$ cat src/rtl/scancode_to_keycode_buffer_macros.svh
// Assertion helpers for the keycode buffer.
`ifndef SCANCODE_TO_KEYCODE_BUFFER_MACROS_SVH
`define SCANCODE_TO_KEYCODE_BUFFER_MACROS_SVH

// Implication checked on every clock edge outside reset.
`define SKB_ASSERT_IMP(label, ante, cons, msg) \
  label: assert property (@(posedge clk) disable iff (!rst_n) (ante) |-> (cons)) \
    else $error(msg);

// Next-cycle implication checked outside reset.
`define SKB_ASSERT_NEXT(label, ante, cons, msg) \
  label: assert property (@(posedge clk) disable iff (!rst_n) (ante) |=> (cons)) \
    else $error(msg);

`endif

$ cat src/rtl/skb_pkg.sv
`default_nettype none
package skb_pkg;
  localparam int BufEntries = 16;
  localparam int IdxW = $clog2(BufEntries);

  typedef logic [IdxW-1:0] idx_t;

  typedef enum logic [2:0] {
    FN_SCAN  = 3'd0,
    FN_READ  = 3'd1,
    FN_PEEK  = 3'd2,
    FN_STORE = 3'd3,
    FN_SHIFT = 3'd4,
    FN_EXT   = 3'd5,
    FN_RSVD6 = 3'd6,
    FN_RSVD7 = 3'd7
  } func_t;

  typedef enum logic [2:0] {
    EV_NONE   = 3'd0,
    EV_BREAK  = 3'd1,
    EV_SYSRQ  = 3'd2,
    EV_SYSRQR = 3'd3,
    EV_PRTSC  = 3'd4,
    EV_RESET  = 3'd5
  } event_t;

  typedef enum logic [1:0] {
    ST_IDLE,
    ST_EXEC,
    ST_OUT
  } state_t;

  typedef struct packed {
    logic [2:0]  func;
    logic [7:0]  scancode;
    logic        extended_mode;
    logic [15:0] key_value;
  } req_t;

  typedef struct packed {
    logic [15:0] key_code;
    logic        buffer_empty;
    logic        store_failed;
    logic [15:0] flags_out;
    logic [2:0]  event_res;
  } rsp_t;

  // ring write command from control to memory
  typedef struct packed {
    logic        we;
    idx_t        addr;
    logic [15:0] data;
  } ring_wr_t;

  localparam int RomRows = 89;

  function automatic logic [47:0] rom_row(input logic [6:0] sc);
    logic [47:0] r;
    r = '0;
    case (sc)
      7'h01: r = {16'h011b, 16'h011b, 16'h011b};
      7'h02: r = {16'h0000, 16'h02b0, 16'h0231};
      7'h03: r = {16'h0300, 16'h03a7, 16'h0332};
      7'h04: r = {16'h0000, 16'h0000, 16'h0433};
      7'h05: r = {16'h0000, 16'h05bb, 16'h0534};
      7'h06: r = {16'h0000, 16'h06ab, 16'h0635};
      7'h07: r = {16'h071e, 16'h0724, 16'h0736};
      7'h08: r = {16'h0000, 16'h0880, 16'h0837};
      7'h09: r = {16'h0000, 16'h0000, 16'h0938};
      7'h0a: r = {16'h0000, 16'h0000, 16'h0a39};
      7'h0b: r = {16'h0000, 16'h0000, 16'h0b30};
      7'h0c: r = {16'h0c1f, 16'h0c2d, 16'h0c2d};
      7'h0e: r = {16'h0e7f, 16'h0e08, 16'h0e08};
      7'h0f: r = {16'h9400, 16'h0f00, 16'h0f09};
      7'h10: r = {16'h0000, 16'h1058, 16'h1078};
      7'h11: r = {16'h115f, 16'h1156, 16'h1176};
      7'h12: r = {16'h125b, 16'h124c, 16'h126c};
      7'h13: r = {16'h135d, 16'h1343, 16'h1363};
      7'h14: r = {16'h145e, 16'h1457, 16'h1477};
      7'h15: r = {16'h1521, 16'h154b, 16'h156b};
      7'h16: r = {16'h163c, 16'h1648, 16'h1668};
      7'h17: r = {16'h173e, 16'h1747, 16'h1767};
      7'h18: r = {16'h183d, 16'h1846, 16'h1866};
      7'h19: r = {16'h1926, 16'h1951, 16'h1971};
      7'h1a: r = {16'h0000, 16'h0000, 16'h1adf};
      7'h1c: r = {16'h1c0a, 16'h1c0d, 16'h1c0d};
      7'h1e: r = {16'h1e5c, 16'h1e55, 16'h1e75};
      7'h1f: r = {16'h1f2f, 16'h1f49, 16'h1f69};
      7'h20: r = {16'h207b, 16'h2041, 16'h2061};
      7'h21: r = {16'h217d, 16'h2145, 16'h2165};
      7'h22: r = {16'h222a, 16'h224f, 16'h226f};
      7'h23: r = {16'h233f, 16'h2353, 16'h2373};
      7'h24: r = {16'h2428, 16'h244e, 16'h246e};
      7'h25: r = {16'h2529, 16'h2552, 16'h2572};
      7'h26: r = {16'h262d, 16'h2654, 16'h2674};
      7'h27: r = {16'h273a, 16'h2744, 16'h2764};
      7'h28: r = {16'h2840, 16'h2859, 16'h2879};
      7'h2c: r = {16'h2c23, 16'h2cdc, 16'h2cfc};
      7'h2d: r = {16'h2d24, 16'h2dd6, 16'h2df6};
      7'h2e: r = {16'h2e7c, 16'h2ec4, 16'h2ee4};
      7'h2f: r = {16'h2f7e, 16'h2f50, 16'h2f70};
      7'h30: r = {16'h3060, 16'h305a, 16'h307a};
      7'h31: r = {16'h312b, 16'h3142, 16'h3162};
      7'h32: r = {16'h3225, 16'h324d, 16'h326d};
      7'h33: r = {16'h3322, 16'h0000, 16'h332c};
      7'h34: r = {16'h3427, 16'h0000, 16'h342e};
      7'h35: r = {16'h353b, 16'h354a, 16'h356a};
      7'h37: r = {16'h9600, 16'h372a, 16'h372a};
      7'h39: r = {16'h3920, 16'h3920, 16'h3920};
      7'h3b: r = {16'h5e00, 16'h5400, 16'h3b00};
      7'h3c: r = {16'h5f00, 16'h5500, 16'h3c00};
      7'h3d: r = {16'h6000, 16'h5600, 16'h3d00};
      7'h3e: r = {16'h6100, 16'h5700, 16'h3e00};
      7'h3f: r = {16'h6200, 16'h5800, 16'h3f00};
      7'h40: r = {16'h6300, 16'h5900, 16'h4000};
      7'h41: r = {16'h6400, 16'h5a00, 16'h4100};
      7'h42: r = {16'h6500, 16'h5b00, 16'h4200};
      7'h43: r = {16'h6600, 16'h5c00, 16'h4300};
      7'h44: r = {16'h6700, 16'h5d00, 16'h4400};
      7'h47: r = {16'h7700, 16'h4737, 16'h4700};
      7'h48: r = {16'h8d00, 16'h4838, 16'h4800};
      7'h49: r = {16'h8400, 16'h4939, 16'h4900};
      7'h4a: r = {16'h8e00, 16'h4a2d, 16'h4a2d};
      7'h4b: r = {16'h7300, 16'h4b34, 16'h4b00};
      7'h4c: r = {16'h8f00, 16'h4c35, 16'h4c00};
      7'h4d: r = {16'h7400, 16'h4d36, 16'h4d00};
      7'h4e: r = {16'h9000, 16'h4e2b, 16'h4e2b};
      7'h4f: r = {16'h7500, 16'h4f31, 16'h4f00};
      7'h50: r = {16'h9100, 16'h5032, 16'h5000};
      7'h51: r = {16'h7600, 16'h5133, 16'h5100};
      7'h52: r = {16'h9200, 16'h5230, 16'h5200};
      7'h53: r = {16'h9300, 16'h532e, 16'h5300};
      7'h56: r = {16'h0000, 16'h567c, 16'h565c};
      7'h57: r = {16'h8900, 16'h8700, 16'h8500};
      7'h58: r = {16'h8a00, 16'h8800, 16'h8600};
      default: r = '0;
    endcase
    return r;
  endfunction
endpackage
`default_nettype wire

$ cat src/rtl/skb_ring.sv
`default_nettype none
// Keycode ring storage: one write port, one registered read port.
module skb_ring (
  input  wire logic            clk,
  input  wire skb_pkg::ring_wr_t wr,
  input  wire skb_pkg::idx_t   rd_addr,
  output logic [15:0]          rd_data
);
  import skb_pkg::*;
  logic [15:0] mem [BufEntries];

  always_ff @(posedge clk) begin
    if (wr.we) begin
      mem[wr.addr] <= wr.data;
    end
    rd_data <= mem[rd_addr];
  end
endmodule
`default_nettype wire

$ cat config.mk
export PLATFORM = sky130hd
export DESIGN_NAME = skb_ring
export DESIGN_NICKNAME = d
export VERILOG_FILES = /design/src/rtl/scancode_to_keycode_buffer_macros.svh /design/src/rtl/skb_pkg.sv /design/src/rtl/skb_ring.sv
export SDC_FILE = /design/constraint.sdc
export NUM_CORES = 1
export LEC_CHECK = 0
export ABC_CLOCK_PERIOD_IN_PS = 2850
export BUFFER_PORTS_ARGS = -buffer_cell sky130_fd_sc_hd__buf_2
export CORE_UTILIZATION = 55
export DETAILED_ROUTE_END_ITERATION = 12
export PLACE_DENSITY = 0.76
export SLEW_MARGIN = 5
export SYNTH_ARGS = -nofsm -noshare
export SYNTH_HDL_FRONTEND = slang
export SYNTH_SLANG_ARGS = --single-unit
$ cat constraint.sdc
create_clock -name clk -period 2.85 [get_ports clk]
set_input_delay 0.4275 -clock clk [delete_from_list [all_inputs] [get_ports clk]]
set_output_delay 0.4275 -clock clk [all_outputs]
set_load 0.02 [all_outputs]
# --- After elaboration in Yosys (flattened, before gate mapping) ---
# Memories as Yosys holds them, arrays and structs flattened. A register that Yosys moved wholly into a read port is not among the register bits.
# Cells that the tools add are included.
word_totals:
  ram_bits: 256
  mem_count: 1
  out_inout_bits: 16
  in_bits: 26
  rom_bits: 0
  latchBits: 0
  wordCells: 3
  register_bits: 0
op_classes:
  div_mod_pow: 0
  n_bitwise: 0
  n_eq_ne: 0
  add_sub_neg: 0
  n_mux: 2
  reduce_logical: 0
  order_cmp: 0
  shifts: 0
  multipliers: 0
mem_list:
  columns: ["name", "depth", "width", "read_ports", "rd_clocked_by_memory_dff", "write_ports", "line_no", "text"]
  rows:
  - ["mem", 16, 16, 1, 1, 1, "skb_ring.sv:10", "logic [15:0] mem [BufEntries];"]
op_table:
  columns: ["cell", "count"]
  rows:
  - ["two-way mux 1 bit", 2]

# --- Longest topological paths before layout ---
logic_depth:
  ltp_word: 2
  depth_mapped: 5
  ltp_nobuf: 3

# --- Worst setup path before layout ---
# No wires, ideal clock.
synth_path:
  path_kind: "input to register"
  start: "in wr[18] (netlist bit)"
  end: "mem mem[0][0], enable pin"
  path_stages: 2
  t_required_ps: 2441
  t_arrival_ps: 2073
  slack_ps: 367
  setup_time_ps: 409
  n_path_buf: 0
  path_cell_list: "or3b_2 -> nor3_1"
synth_lines:
  columns: ["item", "line_no", "text"]
  rows:
  - ["from (decl)", "skb_ring.sv:5", "input wire skb_pkg::ring_wr_t wr,"]
  - ["to (decl)", "skb_ring.sv:10", null]
# Straight into the memory's write port.

# --- Final worst setup path ---
layout_path:
  start: "in wr[18] (netlist bit)"
  end: "mem mem[1][9], enable pin"
# Straight into the memory's write port.

==> insert_results.sql <==
INSERT INTO impl_metrics (metric_group, metric, value, unit) VALUES
('outcome', 'run_status', 'complete, no violations', ''),
('clocking', 'postCtsResizedCells', '0', ''),
('clocking', 'cts_sinks', '272', ''),
('worst_setup_path', 'cp-end-kind', 'flip-flop', ''),
('global_routing', 'number_of_global_route_vias_before_repair', '4878', ''),
('pwr', 'power_total', '8.206', 'mW'),
('clocking', 'postCtsSetupRepairBufs', '0', ''),
('worst_setup_path', 'startpoint_of_the_worst_slack_reg_to_reg_timing_path', 'mem[2][10]', ''),
('global_routing', 'grt_antenna_before_repair', '0', ''),
('logic_synthesis', 'synth_cells', '432', ''),
('worst_setup_path', 'timing.critical_path.slowest_cell_delay', '0.55', 'ns'),
('sta', 'tns', '0', 'ns'),
('worst_setup_path', 'critical_path_required', '3.08', 'ns'),
('sta', 'final.period_utilization', '58.73', '%'),
('flow_run', 'timing.max_cap.violations', '0', ''),
('min_path', 'depth_of_the_worst_hold_timing_path', '1', ''),
('clocking', 'clk_transition_reported_paths', '0.06', 'ns'),
('global_routing', 'pin_count_of_the_biggest_net_entering_global_routing', '65', ''),
('layout', 'final_layout_size_suffix_gt1_share', '33.46', '%'),
('logic_synthesis', 'synth.ff_latch_count', '272', ''),
('sta', 'timing.final.crit_period', '1.674', 'ns'),
('sta', 'max_freq', '0.5974', 'GHz'),
('pwr', 'power.density', '712.6', 'nW/um2'),
('pwr', 'power.static_leakage', '3.784', 'nW'),
('worst_setup_path', 'arrival', '1.91', 'ns'),
('worst_setup_path', 'reg2regPathDepth', '3', ''),
('floorplanning', 'num_io_pins', '42', ''),
('logic_synthesis', 'ys_top_cells_by_area', 'edfxtp_1 (77%), mux4_2 (12%), dfxtp_1 (3.2%), mux4_1 (2.6%), a22oi_1 (2.4%)', ''),
('placed_design', 'post_detailed_placement_half_perimeter_wirelength', '10780', 'um'),
('clocking', 'cts.root.buffer_cell', 'clkbuf_16', ''),
('min_path', 'hp-class', 'in2reg', ''),
('logic_synthesis', 'synth_fp_nets', '458', ''),
('floorplanning', 'fp.dieW', '137.1', 'um'),
('floorplanning', 'row_count', '49', ''),
('logic_synthesis', 'seq_area_frac_synth', '79.73', '%'),
('logic_synthesis', 'avgSynthCellArea', '23.25', 'um2'),
('sta', 'rsz0062_at_grt', 'false', ''),
('pwr', 'cellInternalPower', '6.529', 'mW'),
('pwr', 'max-vdd-ir-drop', '553.2', 'uV'),
('pwr', 'clkPwrFrac', '40.1', '%'),
('clocking', 'clock_tree_from_tritoncts', 'yes', ''),
('route', 'via_per_inst', '6.152', ''),
('logic_synthesis', 'synth_largest_type_area_fraction', '76.54', '%'),
('clocking', 'cts_hold_repair.buffers', '0', ''),
('sta', 'number_of_max_slew_violations_in_the_final_report', '0', ''),
('sta', 'finalSetupViolCount', '0', ''),
('clocking', 'cts_htree_levels', '1', ''),
('worst_setup_path', 'crit_buf_inv', '2', ''),
('layout', 'num-nets-final', '532', ''),
('route', 'post-route-drc-count', '0', ''),
('worst_setup_path', 'cells_traversed_along_the_worst_timing_path', 'buf_2 > or3b_2 > nor2_2 > buf_4', ''),
('floorplanning', 'start_util', '56.10', '%'),
('floorplanning', 'dieArea', '18800', 'um2'),
('clocking', 'cts_inserted_buffers', '27', ''),
('placed_design', 'io_buffers', '41', ''),
('pwr', 'net_switching_fraction_of_the_power', '20.43', '%'),
('sta', 'worst_slew_margin_rel', '32.97', '%'),
('worst_setup_path', 'timing.reg2reg.setup_slack', '1.47', 'ns'),
('layout', 'n_antenna_cell', '0', ''),
('floorplanning', 'design.core.area', '17900', 'um2'),
('worst_setup_path', 'critPathKind', 'in2reg', ''),
('route', 'count_of_routing_violations_after_the_opening_detailed_route_iteration', '445', ''),
('pwr', 'power_frac_comb', '5.1', '%'),
('min_path', 'hp-start', 'wr[9]', ''),
('route', 'detail_route.wl_per_cell', '26.55', 'um'),
('worst_setup_path', 'critical_path.top_delay_family', 'simple AND/OR/NAND/NOR gates', ''),
('clocking', 'ctsLongestPathBuffers', '3', ''),
('worst_setup_path', 'worst-path-max-fanout', '9', ''),
('route', 'vias', '4645', ''),
('route', 'drtPass1Iterations', '4', ''),
('route', 'postRouteAntennaNets', '0', '');
synth_stat cells:
library cell	n
buf_1	3
mux4_1	10
dfxtp_1	16
mux4_2	54
nor2b_1	2
clkbuf_1	8
nor2_1	13
nor3_1	4
nand3b_1	2
buf_4	3
buf_6	4
nand3_1	1
a22oi_1	32
edfxtp_1	256
nand2b_1	2
and2_1	1
nand2_1	17
or3b_2	1
buf_2	3
power groups by stage:
| stage | Clock (mW) | Combinational (mW) | Sequential [mW] |
|---|---|---|---|
| global placement | 0 | 0.409 | 4.58 |
| detailed placement | 0 | 0.422 | 4.58 |
| finish | 3.29 | 0.421 | 4.50 |
| global route | 3.47 | 0.454 | 4.51 |
| floorplan | 0 | 0.218 | 4.61 |
| CTS | 3.33 | 0.427 | 4.50 |
registers in the layout, summed over array words and instances (netlist names):
| name | flops |
|---|---|
| mem | 256 |
| rd_data | 16 |
per-layer routing:
metal	part of all wire (%)	vias to the layer above	global-route usage [%]
met2	52	178	39.17
met4	3.0	0	7.631
met3	5.8	45	3.556
li1	-	1986	-
met5	0	-	0
met1	39	2436	30.08
worst max path at each step:
stage	slack [ns]	cells past startpoint	endpoint
after floorplan	0.37	2	mem[0][0]
after global placement	0.68	4	mem[1][9]
after detailed placement	0.62	4	mem[1][7]
after CTS	1.17	4	mem[1][8]
after global routing	1.13	5	rd_data[6]
final	1.18	4	mem[1][9]
cells by family (layout without fill, tap and decap cells):
group,after synthesis,after routing,synth area share [%]
AND/OR/NAND/NOR,43,43,1.918
AO/OA/AOI/OAI,32,32,2.392
flip-flops,272,272,79.73
buffers and inverters,21,115,1.233
multiplexers,64,64,14.73
layout make-up:
cell class              count  area (um2)
flip-flops and latches    272        8008
well taps                 229       286.5
clock buffers              36       729.5
fillers                  1173        6387
clock inverters            13       96.34
multi-input cells         139        1962
repair buffers             66       432.9
layout by cell type (no fill, tap or decap), drive strengths merged:
master,netlist,routed
bufinv,0,1
mux4,64,64
nand3,1,1
nand2b,2,2
buf,13,66
nand2,17,17
clkinv,0,9
dfxtp,16,16
nor2,13,13
or3b,1,1
inv,0,2
nand3b,2,2
and2,1,1
clkbuf,8,36
a22oi,32,32
nor2b,2,2
clkinvlp,0,1
edfxtp,256,256
nor3,4,4
through the flow:
step	instances	utilization [%]	hold WS, ns	instance area [um2]	setup slack [ns]
2_1_floorplan	432	-	0.5264	10040	0.3674
3_3_place_gp	706	59.71	0.6493	10690	0.6791
3_5_place_dp	706	59.71	0.6554	10690	0.6225
4_1_cts	755	64.32	0.2606	11510	1.169
5_1_grt	755	64.32	0.2751	11510	1.133
6_report	755	64.32	0.2753	11510	1.176
(Power assumes the default switching activity.)
